===== src/cfpd_pkg.sv =====
// ----------------------------------------------------------------------------
// cfpd_pkg: shared types and constants of the camera frame parser
// Holds the frame header codes, mode codes, capture depth and the structs
// that travel between the parser, the decoder and the top level.
// ----------------------------------------------------------------------------
package cfpd_pkg;

  localparam int CAPTURE_BYTES = 16;
  localparam int CAP_IDX_W     = 4;

  localparam logic [7:0] HDR_BYTE0 = 8'hAA;
  localparam logic [7:0] HDR_BYTE1 = 8'h29;
  localparam logic [7:0] HDR_BYTE2 = 8'h05;

  localparam logic [7:0] MODE_TRACK  = 8'h41;
  localparam logic [7:0] MODE_LINE   = 8'h42;
  localparam logic [7:0] MODE_ANGLE  = 8'h43;
  localparam logic [7:0] MODE_TARGET = 8'h44;
  localparam logic [7:0] MODE_RANGE  = 8'h45;

  localparam logic [2:0] ID_NONE   = 3'd0;
  localparam logic [2:0] ID_TRACK  = 3'd1;
  localparam logic [2:0] ID_LINE   = 3'd2;
  localparam logic [2:0] ID_ANGLE  = 3'd3;
  localparam logic [2:0] ID_TARGET = 3'd4;
  localparam logic [2:0] ID_RANGE  = 3'd5;

  localparam logic [15:0] CENTER_X  = 16'd80;
  localparam logic [15:0] CENTER_Y  = 16'd60;
  localparam logic [15:0] LIMIT_RST = 16'd1000;

  localparam logic CMD_BYTE = 1'b0;
  localparam logic CMD_TICK = 1'b1;

  typedef logic [CAPTURE_BYTES-1:0][7:0] cfpd_capture_t;

  // A completed-frame event together with the captured bytes as they stand
  // after the current byte has been written.
  typedef struct packed {
    logic          ok;
    cfpd_capture_t bytes;
  } cfpd_frame_t;

  typedef struct packed {
    logic               frame_ok;
    logic [2:0]         mode_id;
    logic [7:0]         status_byte;
    logic signed [15:0] value_a;
    logic signed [15:0] value_b;
    logic signed [15:0] value_c;
    logic signed [15:0] value_d;
    logic [7:0]         extra_flag;
    logic [7:0]         extra_time;
  } cfpd_result_t;

  // Big-endian word at capture bytes idx and idx+1.
  function automatic logic [15:0] word_at(input cfpd_capture_t b,
                                          input logic [CAP_IDX_W-1:0] idx);
    logic [CAP_IDX_W-1:0] nxt;
    nxt = idx + CAP_IDX_W'(1);
    return {b[idx], b[nxt]};
  endfunction

endpackage


===== src/cfpd_if.sv =====
// ----------------------------------------------------------------------------
// cfpd_if: channel interfaces of the camera frame parser
// Input item channel, result channel and configuration write channel, each
// with valid/ready handshake and source/sink modports.
// ----------------------------------------------------------------------------
interface cfpd_item_if;
  logic       valid;
  logic       ready;
  logic       cmd;
  logic [7:0] byte_value;
  logic [7:0] tick_ms;

  modport source (output valid, cmd, byte_value, tick_ms, input ready);
  modport sink (input valid, cmd, byte_value, tick_ms, output ready);
endinterface

interface cfpd_result_if;
  logic               valid;
  logic               ready;
  logic               frame_ok;
  logic [2:0]         mode_id;
  logic [7:0]         status_byte;
  logic signed [15:0] value_a;
  logic signed [15:0] value_b;
  logic signed [15:0] value_c;
  logic signed [15:0] value_d;
  logic [7:0]         extra_flag;
  logic [7:0]         extra_time;
  logic               offline;

  modport source (output valid, frame_ok, mode_id, status_byte, value_a, value_b,
                  value_c, value_d, extra_flag, extra_time, offline, input ready);
  modport sink (input valid, frame_ok, mode_id, status_byte, value_a, value_b,
                value_c, value_d, extra_flag, extra_time, offline, output ready);
endinterface

interface cfpd_cfg_if;
  logic        valid;
  logic        ready;
  logic [15:0] data;

  modport source (output valid, data, input ready);
  modport sink (input valid, data, output ready);
endinterface


===== src/camera_frame_parser_decoder_core.sv =====
// ----------------------------------------------------------------------------
// camera_frame_parser_decoder_core: camera link frame parser and decoder
// Parses header, mode, length, payload and sum of camera frames from a UART
// byte stream, decodes good frames by mode and tracks camera timeouts.
// ----------------------------------------------------------------------------
// Usage:
// The item channel carries one transaction per UART byte (cmd 0, byte_value)
// or per timer tick (cmd 1, tick_ms). Every item transaction yields exactly
// one result transaction, in order. A result carries frame_ok and the decoded
// mode fields when the byte closed a frame with a matching sum byte, and all
// zeros otherwise; offline always shows the camera timeout flag after that
// item. The cfg channel writes offline_limit_ms (reset value 1000); it is
// always ready and is meant to be written while no item is in flight.
// An item taken on the item channel sits in the input register, and its result
// is loaded into the result register as soon as that register is free or is
// being emptied. Throughput: one item per cycle while the receiver takes every
// result; the parser step and mode decode form a single short combinational
// stage between the input and result registers.
// When the receiver stalls, the result is held, the input register fills and
// item ready then drops until the result is taken. Reset (rst, synchronous)
// empties both registers, returns the parser to header hunt, clears the
// capture bytes, the offline timer and flag, and restores the limit.
// ----------------------------------------------------------------------------
module camera_frame_parser_decoder_core
  import cfpd_pkg::*;
#(
  parameter int MAX_PAYLOAD = 30
) (
  input  logic            clk,
  input  logic            rst,
  cfpd_item_if.sink       item,
  cfpd_result_if.source   result,
  cfpd_cfg_if.sink        cfg
);

  // Configuration register.
  logic [15:0] limit;

  // Input register stage.
  logic       in_valid;
  logic       in_cmd;
  logic [7:0] in_byte;
  logic [7:0] in_tick;

  // Result register stage.
  logic         out_valid;
  cfpd_result_t out_res;
  logic         out_offline;

  logic         advance;
  cfpd_frame_t  frame;
  cfpd_result_t dec_res;
  logic         offline_next;

  // The input stage moves forward whenever the result register is free or
  // is being emptied in this cycle.
  assign advance    = in_valid && (!out_valid || result.ready);
  assign item.ready = !in_valid || advance;
  assign cfg.ready  = 1'b1;

  always_ff @(posedge clk) begin
    if (rst) begin
      limit <= LIMIT_RST;
    end else if (cfg.valid) begin
      limit <= cfg.data;
    end
  end

  always_ff @(posedge clk) begin
    if (rst) begin
      in_valid <= 1'b0;
    end else if (item.ready) begin
      in_valid <= item.valid;
    end
  end

  always_ff @(posedge clk) begin
    if (item.valid && item.ready) begin
      in_cmd  <= item.cmd;
      in_byte <= item.byte_value;
      in_tick <= item.tick_ms;
    end
  end

  cfpd_parser #(
    .MAX_PAYLOAD(MAX_PAYLOAD)
  ) u_parser (
    .clk         (clk),
    .rst         (rst),
    .step        (advance),
    .cmd         (in_cmd),
    .byte_value  (in_byte),
    .tick_ms     (in_tick),
    .limit       (limit),
    .frame       (frame),
    .offline_next(offline_next)
  );

  cfpd_decoder u_decoder (
    .frame(frame),
    .res  (dec_res)
  );

  always_ff @(posedge clk) begin
    if (rst) begin
      out_valid <= 1'b0;
    end else if (advance) begin
      out_valid <= 1'b1;
    end else if (result.ready) begin
      out_valid <= 1'b0;
    end
  end

  always_ff @(posedge clk) begin
    if (advance) begin
      out_res     <= dec_res;
      out_offline <= offline_next;
    end
  end

  assign result.valid       = out_valid;
  assign result.frame_ok    = out_res.frame_ok;
  assign result.mode_id     = out_res.mode_id;
  assign result.status_byte = out_res.status_byte;
  assign result.value_a     = out_res.value_a;
  assign result.value_b     = out_res.value_b;
  assign result.value_c     = out_res.value_c;
  assign result.value_d     = out_res.value_d;
  assign result.extra_flag  = out_res.extra_flag;
  assign result.extra_time  = out_res.extra_time;
  assign result.offline     = out_offline;

`ifndef SYNTHESIS
  a_good_frame_online: assert property (@(posedge clk) disable iff (rst)
    (out_valid && out_res.frame_ok) |-> !out_offline)
    else $error("a good frame left the offline flag set");

  a_no_frame_zero: assert property (@(posedge clk) disable iff (rst)
    (out_valid && !out_res.frame_ok) |->
      (out_res.mode_id == ID_NONE && out_res.value_a == 16'sd0 &&
       out_res.value_b == 16'sd0 && out_res.extra_flag == 8'd0))
    else $error("decoded fields set without a completed frame");

  a_advance_fills: assert property (@(posedge clk) disable iff (rst)
    advance |=> out_valid)
    else $error("an advanced item produced no result");
`endif

endmodule


===== src/cfpd_parser.sv =====
// ----------------------------------------------------------------------------
// cfpd_parser: frame parser and offline timer
// Tracks the header, length and running sum, captures the first frame bytes
// and keeps the offline timer; state advances once per stepped item.
// ----------------------------------------------------------------------------
module cfpd_parser
  import cfpd_pkg::*;
#(
  parameter int MAX_PAYLOAD = 30
) (
  input  logic        clk,
  input  logic        rst,
  input  logic        step,
  input  logic        cmd,
  input  logic [7:0]  byte_value,
  input  logic [7:0]  tick_ms,
  input  logic [15:0] limit,
  output cfpd_frame_t frame,
  output logic        offline_next
);

  localparam int POS_W = $clog2(MAX_PAYLOAD + 6);
  localparam int LEN_W = $clog2(MAX_PAYLOAD + 1);

  localparam logic [POS_W-1:0] POS_HUNT = POS_W'(0);
  localparam logic [POS_W-1:0] POS_HDR1 = POS_W'(1);
  localparam logic [POS_W-1:0] POS_HDR2 = POS_W'(2);
  localparam logic [POS_W-1:0] POS_MODE = POS_W'(3);
  localparam logic [POS_W-1:0] POS_LEN  = POS_W'(4);
  localparam logic [POS_W-1:0] POS_BODY = POS_W'(5);

  logic [POS_W-1:0] pos, pos_next;
  logic [LEN_W-1:0] len, len_next;
  logic [7:0]       sum, sum_next;
  cfpd_capture_t    capture, capture_next;
  logic [15:0]      timer, timer_next;
  logic             offline, offline_flag_next;
  logic             is_byte;
  logic             sum_ok;

  assign is_byte = (cmd == CMD_BYTE);

  always_comb begin
    capture_next = capture;
    if (is_byte && pos < POS_W'(CAPTURE_BYTES)) begin
      capture_next[pos[CAP_IDX_W-1:0]] = byte_value;
    end
  end

  always_comb begin
    pos_next = pos;
    len_next = len;
    sum_next = sum;
    sum_ok   = 1'b0;
    if (is_byte) begin
      priority if (pos == POS_HUNT) begin
        if (byte_value == HDR_BYTE0) begin
          sum_next = byte_value;
          pos_next = POS_HDR1;
        end
      end else if (pos == POS_HDR1) begin
        sum_next = sum + byte_value;
        pos_next = (byte_value == HDR_BYTE1) ? POS_HDR2 : POS_HUNT;
      end else if (pos == POS_HDR2) begin
        sum_next = sum + byte_value;
        pos_next = (byte_value == HDR_BYTE2) ? POS_MODE : POS_HUNT;
      end else if (pos == POS_MODE) begin
        sum_next = sum + byte_value;
        pos_next = POS_LEN;
      end else if (pos == POS_LEN) begin
        sum_next = sum + byte_value;
        if (byte_value <= 8'(MAX_PAYLOAD)) begin
          len_next = LEN_W'(byte_value);
          pos_next = POS_BODY;
        end else begin
          pos_next = POS_HUNT;
        end
      end else if (pos >= POS_W'(len) + POS_BODY) begin
        sum_ok   = (sum == byte_value);
        pos_next = POS_HUNT;
      end else begin
        sum_next = sum + byte_value;
        pos_next = pos + POS_W'(1);
      end
    end
  end

  // A good frame clears the timer; otherwise ticks count up to the limit.
  always_comb begin
    timer_next        = timer;
    offline_flag_next = offline;
    if (sum_ok) begin
      timer_next        = '0;
      offline_flag_next = 1'b0;
    end else if (!is_byte) begin
      if (timer < limit) begin
        timer_next = timer + 16'(tick_ms);
      end else begin
        offline_flag_next = 1'b1;
      end
    end
  end

  always_ff @(posedge clk) begin
    if (rst) begin
      pos     <= POS_HUNT;
      len     <= '0;
      sum     <= '0;
      capture <= '0;
      timer   <= '0;
      offline <= 1'b0;
    end else if (step) begin
      pos     <= pos_next;
      len     <= len_next;
      sum     <= sum_next;
      capture <= capture_next;
      timer   <= timer_next;
      offline <= offline_flag_next;
    end
  end

  assign frame.ok    = sum_ok;
  assign frame.bytes = capture_next;
  assign offline_next = offline_flag_next;

`ifndef SYNTHESIS
  a_pos_in_frame: assert property (@(posedge clk) disable iff (rst)
    (pos >= POS_BODY) |-> (pos <= POS_W'(len) + POS_BODY))
    else $error("parse position ran past the end of the frame");
`endif

endmodule


===== src/cfpd_decoder.sv =====
// ----------------------------------------------------------------------------
// cfpd_decoder: mode decoder of a completed frame
// Maps the mode byte to a mode id and forms the status, the four 16-bit
// values, the flag and the time byte from the captured frame bytes.
// ----------------------------------------------------------------------------
module cfpd_decoder
  import cfpd_pkg::*;
(
  input  cfpd_frame_t  frame,
  output cfpd_result_t res
);

  logic [7:0]  mode;
  logic [7:0]  st;
  logic [15:0] s6, s8, s10, s11, s13;
  logic        st_zero;

  assign mode    = frame.bytes[3];
  assign st      = frame.bytes[5];
  assign st_zero = (st == 8'd0);
  assign s6      = word_at(frame.bytes, CAP_IDX_W'(6));
  assign s8      = word_at(frame.bytes, CAP_IDX_W'(8));
  assign s10     = word_at(frame.bytes, CAP_IDX_W'(10));
  assign s11     = word_at(frame.bytes, CAP_IDX_W'(11));
  assign s13     = word_at(frame.bytes, CAP_IDX_W'(13));

  always_comb begin
    res = '0;
    if (frame.ok) begin
      res.frame_ok = 1'b1;
      priority if (mode == MODE_TRACK) begin
        res.mode_id = ID_TRACK;
        if (st_zero) begin
          res.value_a = CENTER_X - s6;
          res.value_b = CENTER_Y - s8;
        end
      end else if (mode == MODE_LINE) begin
        res.mode_id    = ID_LINE;
        res.value_a    = s6;
        res.value_b    = s8;
        res.value_c    = s11;
        res.value_d    = s13;
        res.extra_flag = frame.bytes[10];
        res.extra_time = frame.bytes[15];
      end else if (mode == MODE_ANGLE) begin
        res.mode_id = ID_ANGLE;
        if (st_zero) begin
          res.value_a = 16'd0 - s6;
          res.value_b = s8;
        end
      end else if (mode == MODE_TARGET) begin
        res.mode_id = ID_TARGET;
        if (st_zero) begin
          res.value_a = CENTER_X - s6;
          res.value_b = CENTER_X - s8;
        end
      end else if (mode == MODE_RANGE) begin
        res.mode_id = ID_RANGE;
        if (!st_zero) begin
          res.value_a = s6;
          res.value_b = s8;
          res.value_c = s10;
        end
      end else begin
        res.mode_id = ID_NONE;
      end
      res.status_byte = (res.mode_id != ID_NONE) ? st : 8'd0;
    end
  end

endmodule


===== src/flat_wrapper.sv =====
// flat-port wrapper written by rule: the top's interface ports become plain ports
module camera_frame_parser_decoder_core_flat import cfpd_pkg::*;
#(
  parameter int MAX_PAYLOAD = 30
)
  (clk, rst, item_valid, item_cmd, item_byte_value, item_tick_ms, item_ready, result_valid, result_frame_ok, result_mode_id, result_status_byte, result_value_a, result_value_b, result_value_c, result_value_d, result_extra_flag, result_extra_time, result_offline, result_ready, cfg_valid, cfg_data, cfg_ready);
  cfpd_item_if item_i ();
  cfpd_result_if result_i ();
  cfpd_cfg_if cfg_i ();
  input  logic clk;
  input  logic rst;
  input wire logic [$bits(item_i.valid)-1:0] item_valid;
  input wire logic [$bits(item_i.cmd)-1:0] item_cmd;
  input wire logic [$bits(item_i.byte_value)-1:0] item_byte_value;
  input wire logic [$bits(item_i.tick_ms)-1:0] item_tick_ms;
  output wire logic [$bits(item_i.ready)-1:0] item_ready;
  output wire logic [$bits(result_i.valid)-1:0] result_valid;
  output wire logic [$bits(result_i.frame_ok)-1:0] result_frame_ok;
  output wire logic [$bits(result_i.mode_id)-1:0] result_mode_id;
  output wire logic [$bits(result_i.status_byte)-1:0] result_status_byte;
  output wire logic [$bits(result_i.value_a)-1:0] result_value_a;
  output wire logic [$bits(result_i.value_b)-1:0] result_value_b;
  output wire logic [$bits(result_i.value_c)-1:0] result_value_c;
  output wire logic [$bits(result_i.value_d)-1:0] result_value_d;
  output wire logic [$bits(result_i.extra_flag)-1:0] result_extra_flag;
  output wire logic [$bits(result_i.extra_time)-1:0] result_extra_time;
  output wire logic [$bits(result_i.offline)-1:0] result_offline;
  input wire logic [$bits(result_i.ready)-1:0] result_ready;
  input wire logic [$bits(cfg_i.valid)-1:0] cfg_valid;
  input wire logic [$bits(cfg_i.data)-1:0] cfg_data;
  output wire logic [$bits(cfg_i.ready)-1:0] cfg_ready;
  assign item_i.valid = item_valid;
  assign item_i.cmd = item_cmd;
  assign item_i.byte_value = item_byte_value;
  assign item_i.tick_ms = item_tick_ms;
  assign item_ready = item_i.ready;
  assign result_valid = result_i.valid;
  assign result_frame_ok = result_i.frame_ok;
  assign result_mode_id = result_i.mode_id;
  assign result_status_byte = result_i.status_byte;
  assign result_value_a = result_i.value_a;
  assign result_value_b = result_i.value_b;
  assign result_value_c = result_i.value_c;
  assign result_value_d = result_i.value_d;
  assign result_extra_flag = result_i.extra_flag;
  assign result_extra_time = result_i.extra_time;
  assign result_offline = result_i.offline;
  assign result_i.ready = result_ready;
  assign cfg_i.valid = cfg_valid;
  assign cfg_i.data = cfg_data;
  assign cfg_ready = cfg_i.ready;
  camera_frame_parser_decoder_core #(.MAX_PAYLOAD(MAX_PAYLOAD)) u_core (.clk(clk), .rst(rst), .item(item_i), .result(result_i), .cfg(cfg_i));
endmodule

===== config.mk =====
export PLATFORM = sky130hd
export DESIGN_NAME = camera_frame_parser_decoder_core_flat
export DESIGN_NICKNAME = d
export VERILOG_FILES = /design/src/cfpd_pkg.sv /design/src/cfpd_if.sv /design/src/camera_frame_parser_decoder_core.sv /design/src/cfpd_parser.sv /design/src/cfpd_decoder.sv /design/src/flat_wrapper.sv
export SDC_FILE = /design/constraint.sdc
export NUM_CORES = 1
export LEC_CHECK = 0
export BUFFER_PORTS_ARGS = -buffer_cell sky130_fd_sc_hd__buf_2
export CORE_ASPECT_RATIO = 1.4
export CORE_MARGIN = 8
export CORE_UTILIZATION = 35
export CTS_CLUSTER_SIZE = 10
export DETAILED_ROUTE_END_ITERATION = 6
export PLACE_DENSITY_LB_ADDON = 0.12
export SYNTH_ARGS = -nofsm -noshare
export SYNTH_HDL_FRONTEND = slang
export SYNTH_SLANG_ARGS = --single-unit

===== constraint.sdc =====
create_clock -name clk -period 7.4 [get_ports clk]
set_clock_uncertainty 0.15 [all_clocks]
set_input_delay 0.37 -clock clk [delete_from_list [all_inputs] [get_ports clk]]
set_output_delay 0.37 -clock clk [all_outputs]
set_load 0.01 [all_outputs]

==> results.sh <==
export IMPL_setup_tns_final_ns=0
export IMPL_maxCapViolations=0
export IMPL_slowest_stage="sky130_fd_sc_hd__edfxtp_1"
export IMPL_remaining_drc_errors=0
export IMPL_synthDominantCellAreaShare=0.236
export IMPL_dp_hpwl_mm=28.6
export IMPL_coreArea_um2=39400
export IMPL_timing_worst_slew_pin_value_ns=1.07
export IMPL_grt_setup_unrepaired="no"
export IMPL_finalMaxSlewViolations=0
export IMPL_post_cts_resized_instances=0
export IMPL_postCtsSetupRepairBufs=0
export IMPL_tritoncts="built"
export IMPL_main_combinational_cell_family_by_area_after_synthesis="simple AND/OR/NAND/NOR gates"
export IMPL_synth_seq_cells=260
export IMPL_slew_headroom=0.287
export IMPL_grt_antenna_before_repair=0
export IMPL_synthArstFlopShare=0
export IMPL_criticalPathCategory="register to register"
export IMPL_groute_layer_met2_usage=0.317
export IMPL_synth_simple_gate_area_share=0.198
export IMPL_area_delta_synth_final_pct=17.0
export IMPL_detail_route_vias_per_cell=5.41
export IMPL_gr_usage_all_layers=0.180
export IMPL_cp_arrival_ns=4.66
export IMPL_grt_pass1_wl_mm=67.3
export IMPL_synthTopCellsByArea="sky130_fd_sc_hd__edfxtp_1, sky130_fd_sc_hd__dfxtp_1, sky130_fd_sc_hd__mux2i_1, sky130_fd_sc_hd__nand2_1, sky130_fd_sc_hd__a21oi_1"
export IMPL_synthAdderAreaFrac=0.0414
export IMPL_cts_buffers_inserted=31
export IMPL_synth_sequential_area_ratio=0.451
export IMPL_numClockSinks=260
export IMPL_root_buffer="sky130_fd_sc_hd__clkbuf_16"
export IMPL_crit_buf_inv=2
export IMPL_worst_hold_path_type="input pin to register"
export IMPL_routedWlPerCell_um=19.1
export IMPL_overflow=0
export IMPL_cpPeakStageDelay_ns=0.88
export IMPL_share_of_layout_cells_above_drive_strength_1=0.132
export IMPL_wirelength_mm=42.5
export IMPL_muxShareOfSynthArea=0.0660
export IMPL_floorplan_die_width_um=185
export IMPL_post_synthesis_compound_gate_area_fraction=0.179
export IMPL_final_hold_worst_slack_ns=0.125
export IMPL_synth_cell_area_um2=14000
export IMPL_design_portCount=134
export IMPL_ant_nets=0
export IMPL_synth_area_leader_cell="sky130_fd_sc_hd__edfxtp_1"
export IMPL_cts_hold_buffers=36
export IMPL_globalRouteMet3Util=0.0217
export IMPL_number_of_buffers_on_the_longest_clock_path=3
export IMPL_drt_pass1_iter_count=5
export IMPL_largest_fanout_of_any_net_on_the_critical_path=29
export IMPL_clock_fmax_mhz=225
export IMPL_buffers_added_on_ports=132
export IMPL_synth_xor_area_frac=0.0238
export IMPL_via_count_of_the_first_global_routing_pass=11700
export IMPL_vdd_drop_max_v=0.000149
export IMPL_synth_distinct_cells=84
export IMPL_setup_viol=0
export IMPL_timing_hold_violations_final=0
export IMPL_post_synth_top_flop="sky130_fd_sc_hd__dfxtp_1"
export IMPL_crit_chain="ha_1 -> nor4_1 -> nand3_1 -> nor3_1 -> nand2_1 -> buf_4 -> inv_1 -> and3_1 -> nor2_1 -> o31ai_1"
export IMPL_critical_path_top_delay_family="simple AND/OR/NAND/NOR gates"
export IMPL_antenna_diode_count=0
export IMPL_top_usage_layer="met2"
export IMPL_finish_net_count=1757
export IMPL_synth_edf_count=110
export IMPL_die_area_um2=46600
export IMPL_period_minus_slack_ns=4.44
export IMPL_timing_final_crit_share=0.600
export IMPL_clk_latency_ns=0.58
export IMPL_die_h_um=252
export IMPL_gp_congestion=0.894
export IMPL_detailedRoute_firstIterationViolations=785
export IMPL_status="finished, final reports clean"
export IMPL_cp_end_kind="register"
export IMPL_mappedNetlistNets=1636
export IMPL_layout_filler_cell_count=3987
export IMPL_routing_usage_on_met1=0.221
export IMPL_placementRows=86
export IMPL_grt_start_max_net_pins=75
export IMPL_clkSlewWorstSetupHoldPaths_ns=0.06
export IMPL_start_kind="register"
export IMPL_h_tree_depth=1
export IMPL_worst_endpoint_required_ns=7.62
export IMPL_synth_area_per_cell_um2=8.99
export IMPL_yosysWarningCount=0
export IMPL_powerDensity_nw_per_um2=204
export IMPL_post_synth_inst_count=1553
export IMPL_initial_core_utilization=0.355
export IMPL_power_leakage_nw=6.01
export IMPL_route_vias_total=12000
==> worst reg2reg max path, delay by kind of cell (launching register included) <==
kind                     cells  cell delay, ns
AND/OR/NAND/NOR              6            1.84
flip-flops                   1            0.88
buffers and inverters        2            0.67
adder cells (fa/ha/maj)      1            0.40
AO/OA/AOI/OAI                1            0.31
==> path summary, 6_finish.rpt <==
path | startpoint | endpoint | slack (ns) | depth (start not counted)
setup reg to reg | u_core.in_byte[1] | u_core.result.value_b[2] | 2.96 | 10
hold reg to reg | u_core.u_parser.capture[98] | u_core.u_parser.capture[98] | 0.30 | 2
hold / removal | cfg_valid | u_core.limit[8] | 0.13 | 3
setup / recovery | u_core.in_byte[1] | u_core.result.value_b[2] | 2.96 | 10
==> power by group <==
group | switching (mW) | total, mW | internal [mW]
Combinational | 0.225 | 0.355 | 0.130
Sequential | 0.0295 | 1.58 | 1.55
Clock | 0.600 | 1.40 | 0.801
==> cell usage in the layout, fill, tap and decap left out, types with 6 or more instances in the layout <==
cell and count:
sky130_fd_sc_hd__a2111oi_0 9, sky130_fd_sc_hd__a211oi_1 51, sky130_fd_sc_hd__a21o_1 13, sky130_fd_sc_hd__a21oi_1 131, sky130_fd_sc_hd__a31oi_1 12, sky130_fd_sc_hd__and2_1 10
sky130_fd_sc_hd__and3_1 7, sky130_fd_sc_hd__and4_1 6, sky130_fd_sc_hd__buf_2 131, sky130_fd_sc_hd__buf_4 23, sky130_fd_sc_hd__clkbuf_1 19, sky130_fd_sc_hd__clkbuf_16 31
sky130_fd_sc_hd__dfxtp_1 150, sky130_fd_sc_hd__dlygate4sd3_1 36, sky130_fd_sc_hd__edfxtp_1 110, sky130_fd_sc_hd__ha_1 43, sky130_fd_sc_hd__inv_1 41, sky130_fd_sc_hd__mux2_2 9
sky130_fd_sc_hd__mux2i_1 82, sky130_fd_sc_hd__nand2_1 212, sky130_fd_sc_hd__nand2b_1 22, sky130_fd_sc_hd__nand3_1 51, sky130_fd_sc_hd__nand4_1 19, sky130_fd_sc_hd__nor2_1 162
sky130_fd_sc_hd__nor2b_1 11, sky130_fd_sc_hd__nor3_1 23, sky130_fd_sc_hd__nor4_1 14, sky130_fd_sc_hd__o2111ai_1 6, sky130_fd_sc_hd__o211ai_1 14, sky130_fd_sc_hd__o21a_1 11
sky130_fd_sc_hd__o21ai_0 51, sky130_fd_sc_hd__o221ai_1 6, sky130_fd_sc_hd__o22ai_1 23, sky130_fd_sc_hd__o31ai_1 7, sky130_fd_sc_hd__or3_1 8, sky130_fd_sc_hd__or4_1 6
sky130_fd_sc_hd__xnor2_1 18, sky130_fd_sc_hd__xor2_1 20
==> per-stage QoR <==
stage	cells	cell area, µm²	utilization	setup slack (ns)	total power, mW
finish	2227	16300	0.415	2.96	3.33
global route	2227	16300	0.415	2.66	3.48
CTS	2227	16300	0.415	3.00	3.39
detailed placement	2133	15100	0.383	3.03	1.95
global placement	2133	15100	0.383	3.05	1.95
floorplan	1553	14000	-	2.83	1.83
==> cell usage after synthesis (9+ instances only) <==
library cell,instances
sky130_fd_sc_hd__edfxtp_1,110
sky130_fd_sc_hd__mux2_2,9
sky130_fd_sc_hd__dfxtp_1,150
sky130_fd_sc_hd__o21ai_0,51
sky130_fd_sc_hd__o21a_1,11
sky130_fd_sc_hd__a2111oi_0,9
sky130_fd_sc_hd__xor2_1,20
sky130_fd_sc_hd__a21o_1,13
sky130_fd_sc_hd__nor2_1,162
sky130_fd_sc_hd__buf_2,13
sky130_fd_sc_hd__nor2b_1,12
sky130_fd_sc_hd__clkbuf_1,81
sky130_fd_sc_hd__nand2b_1,22
sky130_fd_sc_hd__a21oi_1,131
sky130_fd_sc_hd__ha_1,43
sky130_fd_sc_hd__nand4_1,19
sky130_fd_sc_hd__a31oi_1,12
sky130_fd_sc_hd__mux2i_1,82
sky130_fd_sc_hd__inv_1,41
sky130_fd_sc_hd__o211ai_1,14
sky130_fd_sc_hd__and2_1,10
sky130_fd_sc_hd__nand3_1,52
sky130_fd_sc_hd__nand2_1,212
sky130_fd_sc_hd__o22ai_1,23
sky130_fd_sc_hd__nor4_1,14
sky130_fd_sc_hd__nor3_1,23
sky130_fd_sc_hd__a211oi_1,51
sky130_fd_sc_hd__xnor2_1,18
==> registers in the layout, indices dropped and copies added (netlist names), 16 cells and up <==
name	cells
u_core.limit	16
u_core.result.value_a	16
u_core.result.value_b	16
u_core.result.value_c	16
u_core.result.value_d	16
u_core.u_parser.capture	96
u_core.u_parser.timer	16
==> kinds of logic (layout without fill, tap and decap cells) <==
kind of cell	count (synthesis)	after routing
AND/OR/NAND/NOR	587	587
buffers and inverters	144	290
XOR/XNOR	38	38
other	1	1
AO/OA/AOI/OAI	387	387
flip-flops	260	260
adder cells (fa/ha/maj)	45	45
multiplexers	91	91
==> layer usage <==
| metal | part of all wire | wire length (µm) |
|---|---|---|
| met1 | 0.42 | 18000 |
| met2 | 0.50 | 21300 |
| met3 | 0.047 | 2020 |
| met4 | 0.027 | 1160 |
| met5 | 0 | 0 |
==> layout make-up <==
cell class / instances / area (µm²) / area share
tap: 528 / 661 / 0.0404
timing repair buffer: 190 / 1190 / 0.0727
multi-input combinational: 1149 / 7110 / 0.435
clock buffer: 52 / 875 / 0.0535
sequential: 260 / 6310 / 0.386
inverter: 42 / 163 / 0.00995
clock inverter: 6 / 43.8 / 0.00268
No activity file was read; power rests on OpenSTA's default activity.
